## config.mk

```make
export PLATFORM = sky130hd
export DESIGN_NAME = fconv_cfg
export DESIGN_NICKNAME = d
export VERILOG_FILES = /design/src/design/fconv_pkg.sv /design/src/design/fconv_cfg.sv
export SDC_FILE = /design/constraint.sdc
export NUM_CORES = 1
export LEC_CHECK = 0
export BUFFER_PORTS_ARGS = -buffer_cell sky130_fd_sc_hd__clkbuf_2
export CORE_MARGIN = 4
export CORE_UTILIZATION = 30
export CTS_BUF_LIST = sky130_fd_sc_hd__clkbuf_8
export DETAILED_ROUTE_END_ITERATION = 6
export PLACE_DENSITY = 0.6
export SLEW_MARGIN = 5
export SYNTH_ARGS = -nofsm -noshare
export SYNTH_HDL_FRONTEND = slang
export SYNTH_SLANG_ARGS = --single-unit
```

## constraint.sdc

```tcl
create_clock -name i_clk -period 2.4 [get_ports i_clk]
set_input_delay 0.12 -clock i_clk [delete_from_list [all_inputs] [get_ports i_clk]]
set_output_delay 0.12 -clock i_clk [all_outputs]
set_load 0.02 [all_outputs]
```

## src/design/fconv_pkg.sv

```systemverilog
// Package for the streaming full 2D convolution block.
// Holds shared widths, register codes and reset values, the register struct
// and the kernel dimension clamp. No dependencies.
package fconv_pkg;

    // Default values for the top level parameters
    localparam int MAX_WIDTH_DEF  = 1024;
    localparam int KERNEL_MAX_DEF = 5;
    localparam int PIXEL_BITS_DEF = 8;
    localparam int COEFF_BITS_DEF = 8;

    // Fixed limits and field widths
    localparam int MAX_HEIGHT  = 4096;
    localparam int PIXEL_W     = 8;
    localparam int SUM_W       = 21;
    localparam int LANE_W      = 8;
    localparam int CF_W        = LANE_W + 1;
    localparam int WIDTH_W     = 11;
    localparam int HEIGHT_W    = 13;
    localparam int KDIM_W      = 3;
    localparam int COEFF_WORDS = 4;
    localparam int COEFF_LANES = 32;

    // APB register port
    localparam int APB_ADDR_W = 6;
    localparam int APB_DATA_W = 64;
    localparam int REG_IDX_W  = 3;

    // Register indexes
    localparam logic [REG_IDX_W-1:0] REG_IMAGE_WIDTH  = 3'd0;
    localparam logic [REG_IDX_W-1:0] REG_IMAGE_HEIGHT = 3'd1;
    localparam logic [REG_IDX_W-1:0] REG_KERNEL_ROWS  = 3'd2;
    localparam logic [REG_IDX_W-1:0] REG_KERNEL_COLS  = 3'd3;
    localparam logic [REG_IDX_W-1:0] REG_COEFF_0      = 3'd4;
    localparam logic [REG_IDX_W-1:0] REG_COEFF_1      = 3'd5;
    localparam logic [REG_IDX_W-1:0] REG_COEFF_2      = 3'd6;
    localparam logic [REG_IDX_W-1:0] REG_COEFF_3      = 3'd7;

    // Reset values
    localparam logic [WIDTH_W-1:0]    RST_IMAGE_WIDTH  = 11'd640;
    localparam logic [HEIGHT_W-1:0]   RST_IMAGE_HEIGHT = 13'd480;
    localparam logic [KDIM_W-1:0]     RST_KERNEL_ROWS  = 3'd3;
    localparam logic [KDIM_W-1:0]     RST_KERNEL_COLS  = 3'd3;
    localparam logic [APB_DATA_W-1:0] RST_COEFF        = 64'h0101_0101_0101_0101;

    // Raw register contents as written
    typedef struct packed {
        logic [WIDTH_W-1:0]                    image_width;
        logic [HEIGHT_W-1:0]                   image_height;
        logic [KDIM_W-1:0]                     kernel_rows;
        logic [KDIM_W-1:0]                     kernel_cols;
        logic [COEFF_WORDS-1:0][APB_DATA_W-1:0] coeff;
    } t_cfg;

    // Clamp a kernel dimension to 1..kmax
    function automatic logic [KDIM_W-1:0] sat_kdim(input logic [KDIM_W-1:0] v,
                                                   input int kmax);
        logic [KDIM_W-1:0] res;
        if (v == '0) begin
            res = KDIM_W'(1);
        end else if (int'(v) > kmax) begin
            res = KDIM_W'(kmax);
        end else begin
            res = v;
        end
        return res;
    endfunction

endpackage

```

## src/design/fconv_cfg.sv

```systemverilog
// APB register bank of the convolution block: geometry and packed coefficients.
// Depends on fconv_pkg.
module fconv_cfg (
    input  logic                              i_clk,
    input  logic                              i_rst_n,
    input  logic                              psel,
    input  logic                              penable,
    input  logic                              pwrite,
    input  logic [fconv_pkg::APB_ADDR_W-1:0]  paddr,
    input  logic [fconv_pkg::APB_DATA_W-1:0]  pwdata,
    output logic [fconv_pkg::APB_DATA_W-1:0]  prdata,
    output logic                              pready,
    output fconv_pkg::t_cfg                   o_cfg
);
    import fconv_pkg::*;

    t_cfg                 r_cfg;
    logic [REG_IDX_W-1:0] reg_idx;
    logic                 wr_en;

    // 64-bit registers sit on an 8-byte pitch
    assign reg_idx = paddr[APB_ADDR_W-1:APB_ADDR_W-REG_IDX_W];
    assign wr_en   = psel && penable && pwrite;
    assign pready  = 1'b1;
    assign o_cfg   = r_cfg;

    // Register writes
    always_ff @(posedge i_clk) begin
        if (!i_rst_n) begin
            r_cfg.image_width  <= RST_IMAGE_WIDTH;
            r_cfg.image_height <= RST_IMAGE_HEIGHT;
            r_cfg.kernel_rows  <= RST_KERNEL_ROWS;
            r_cfg.kernel_cols  <= RST_KERNEL_COLS;
            r_cfg.coeff        <= {COEFF_WORDS{RST_COEFF}};
        end else if (wr_en) begin
            unique case (reg_idx)
                REG_IMAGE_WIDTH:  r_cfg.image_width  <= pwdata[WIDTH_W-1:0];
                REG_IMAGE_HEIGHT: r_cfg.image_height <= pwdata[HEIGHT_W-1:0];
                REG_KERNEL_ROWS:  r_cfg.kernel_rows  <= pwdata[KDIM_W-1:0];
                REG_KERNEL_COLS:  r_cfg.kernel_cols  <= pwdata[KDIM_W-1:0];
                REG_COEFF_0:      r_cfg.coeff[0]     <= pwdata;
                REG_COEFF_1:      r_cfg.coeff[1]     <= pwdata;
                REG_COEFF_2:      r_cfg.coeff[2]     <= pwdata;
                REG_COEFF_3:      r_cfg.coeff[3]     <= pwdata;
            endcase
        end
    end

    // Read back
    always_comb begin
        unique case (reg_idx)
            REG_IMAGE_WIDTH:  prdata = APB_DATA_W'(r_cfg.image_width);
            REG_IMAGE_HEIGHT: prdata = APB_DATA_W'(r_cfg.image_height);
            REG_KERNEL_ROWS:  prdata = APB_DATA_W'(r_cfg.kernel_rows);
            REG_KERNEL_COLS:  prdata = APB_DATA_W'(r_cfg.kernel_cols);
            REG_COEFF_0:      prdata = r_cfg.coeff[0];
            REG_COEFF_1:      prdata = r_cfg.coeff[1];
            REG_COEFF_2:      prdata = r_cfg.coeff[2];
            REG_COEFF_3:      prdata = r_cfg.coeff[3];
        endcase
    end

endmodule

```

### Yosys cells after proc, flatten, opt, wreduce, memory -nomap -nowiden

Cells that the tools add are included.

* register bits: 286
* output and inout port bits: 351

* equal/unequal tests: 7
* multiplexer cells: 1
* reductions and logical operators: 11

Operator list (number)
* $pmux W64 S8: 1
* $reduce_and A2 Y1: 8
* $eq A3 B3 Y1 const B: 4
* $eq A3 B2 Y1 const B: 2
* $eq A3 B1 Y1 const B: 1
* $logic_not A3 Y1: 1
* $logic_and A1 B1 Y1: 2

### Longest topological paths before layout

* word-level depth: 3
* gate-level depth with buffers: 7

### Least setup slack after synthesis

No wires, ideal clock.

* path kind: input -> output
* from: in paddr[3] in the netlist's numbering
* to: out prdata[2] in the netlist's numbering
* arrival time: 1340 ps
* path slack: 940 ps
* stages: 7
* cell sequence: buf_4 > buf_4 > buf_4 > buf_2 > a221oi_1 > a221oi_1 > nor2_1

* word-level cells in the longest chain between the ends: 2

Ends and longest elaborated chain
* start, declared: RTL line fconv_cfg.sv:9 `input logic [fconv_pkg::APB_ADDR_W-1:0] paddr,`
* $eq A3 B3 Y1, or another cell as far along: RTL line fconv_cfg.sv:51 `unique case (reg_idx)`
* $pmux W64 S8 *: RTL line fconv_cfg.sv:51
* end, declared: RTL line fconv_cfg.sv:11 `output logic [fconv_pkg::APB_DATA_W-1:0] prdata,`

Mark *: on every way between the ends. The rest lies on a longest branch, timed or not.

### Final worst setup path

* from: reg r_cfg (netlist bit o_cfg[129])
* to: out prdata[1] in the netlist's numbering

* word-level cells in the longest chain between the ends: 1

Ends and longest elaborated chain
* start, declared: RTL line fconv_cfg.sv:17 `t_cfg r_cfg;`
* $pmux W64 S8: RTL line fconv_cfg.sv:51

Every way passes these cells.

==> metrics <==
status complete, no violations; maximum vdd drop 350 µV; initial antenna violation count 0; Site Rows 75; setup bufs post-CTS 0; FF+latch count, synth 286; largest net degree at the start of global routing 91; CTS tree yes; clock transition at the registers of the reported paths 0.06 ns; Initial Utilization 0.304; hold_buf cts 67; min Tclk post-route 2.15 ns; Post-synth EDFFs 0; worst slew pin tran 0.938 ns; detailed placement HPWL 31400 µm; syn_nets 1549; All-Layer GR Usage 0.197; Hold Violations, Final 0; Synth area leader dfxtp_1; Iteration-0 DRC Markers 713; Worst Path Max Fanout 3; WP data required 2.28 ns; DR WL/cell 18.7 µm; Synth top area share 0.448; multi-input logic area 6460 µm²; PwrDens 605 nW/µm²; Final Hold Slack 0.0547 ns; Leakage 7.17 nW; number of global-route vias before repair 12.4k; Clock Latency Late Sink 0.60 ns; CTS sink count 286; detailed-route via count 12.4k; share of layout cells above drive strength 1 0.308; Area contributors post-synth dfxtp_1, nand2_1, mux4_2; worst setup path startpoint o_cfg[129]$_SDFFE_PN0P_; Final Skew 0 ns; Antenna diodes 0; CP Class flip-flop to output pin; CORE AREA 42000 µm²; Fillers 4213; Root Driver clkbuf_8; part of the cycle the worst path needs 0.895; Reg-to-Reg Start o_cfg[258]$_SDFFE_PN0P_; CTS buffer count 50; first-pass GRT wire length 73100 µm; chip height 214 µm; Worst setup SP type flip-flop; max layer used met4; Primary FF master, synth dfxtp_1; max reg flops 286; drt total wl 46800 µm; Max Root-Sink Buffers 3; Final setup violation count 0; Worst Hold Class input port to flip-flop; area delta synth->final 34.7%; Final Slew Violations 0; hold wc startpoint i_rst_n; total gr overflow 0; Die ar. 46000 µm²; RSZ-0062 raised after global routing false; Metal-1 WL 19500 µm; routed wire length on met3 3670 µm; Cell Area, Synth 12800 µm²; DRT Pass-1 Iters 5; Post-synth top cells nand2_1, dfxtp_1, a21boi_0; count leader, synth nand2_1; syn_area_per_cell 8.67 µm²; worst path arrival time 2.03 ns; Final #Nets 1999; post-synthesis sequential area ratio 0.448; IO buf count 421; yosys synthesis warning count 0; Distinct cells, synth 40; DRC Markers 0; Synth Instances 1474; achievable clock frequency 466 MHz; met2 wire len 22600 µm; cts repair resizes 0; setup TNS 0 ns; register area 5730 µm²; Post-DRT Antenna Nets 0; Slew headroom 0.373; Async SR Flop Fraction 0; gpl congestion 0.831; max_cap viols 0; num ports 426; routed vias/inst 4.98; H-tree depth 2; Die X 214 µm; crit path capture type output pin
-- critical path, stage by stage, from the launching register on --
cell and delay (ns):
dfxtp_1 0.32, mux2i_1 0.34, a221oi_1 0.16, a221oi_1 0.36
nor2_1 0.08, clkbuf_2 0.17
-- report_power, final --
group          internal (mW)  leakage, nW  total [mW]  switching, mW
sequential              4.79         2.31        4.82         0.0342
clock                   2.70        0.604        4.77           2.07
combinational          0.348         4.25       0.826          0.478
total                   7.84         7.17        10.4           2.58
-- path summary, 6_finish.rpt --
| kind | endpoint | slack [ns] | cells after the start |
|---|---|---|---|
| worst max-delay path | prdata[1] | 0.25 | 5 |
| worst min-delay path | o_cfg[81]$_SDFFE_PN0P_ | 0.05 | 2 |
| worst max register to register | o_cfg[258]$_SDFFE_PN0P_ | 1.63 | 2 |
| worst min register to register | o_cfg[217]$_SDFFE_PN0P_ | 0.47 | 2 |
-- layout make-up --
class                           instances  share of cell area
Clock buffer                           74              0.0592
Clock inverter                         16             0.00414
Inverter                                5             0.00109
Multi-Input combinational cell       1061               0.375
Sequential cell                       286               0.333
Tap cell                              539              0.0392
Timing Repair Buffer                  520               0.188
-- metal layers --
layer,global-route usage,vias to the layer above
met2,0.336,492
met3,0.0554,66
met4,0.0534,0
li1,-,5835
met1,0.245,6052
met5,0,-
-- logic make-up after synthesis --
family,synth area share
buffers and inverters,0.0470
and+or+nand+nor,0.230
other,0.000293
DFF,0.448
AOI/OAI and AO/OA,0.166
muxes,0.109
-- metrics by stage --
| step | worst slack, ns | instances | area, µm² | utilization | power (mW) |
|---|---|---|---|---|---|
| 3_5_place_dp | 0.494 | 2344 | 15500 | 0.368 | 5.66 |
| 3_3_place_gp | 0.498 | 2344 | 15500 | 0.368 | 5.66 |
| 2_1_floorplan | 0.940 | 1474 | 12800 | - | 5.34 |
| 6_report | 0.252 | 2501 | 17200 | 0.409 | 10.4 |
| 4_1_cts | 0.288 | 2501 | 17200 | 0.409 | 10.6 |
| 5_1_grt | 0.198 | 2501 | 17200 | 0.409 | 10.8 |
-- layout by cell type, fill, tap and decap left out, drive strengths merged --
cell type	count
and3b	1
nand2b	5
nand2	566
clkinv	6
nor3b	1
o2bb2ai	6
a21boi	243
clkinvlp	1
nor3	2
a21o	1
or3	3
nand3	44
o22a	3
dfxtp	286
a22o	2
o21bai	2
mux4	53
inv	14
nor2	21
or2	5
clkbuf	492
a222oi	2
nand4b	1
conb	1
nor2b	3
o211ai	1
a221oi	8
o21ai	6
o21a	1
nand4	1
a21oi	9
buf	35
dlygate4sd3	67
mux2i	16
and2	51
mux2	3
Note: power is estimated with default switching activity, not from simulation.
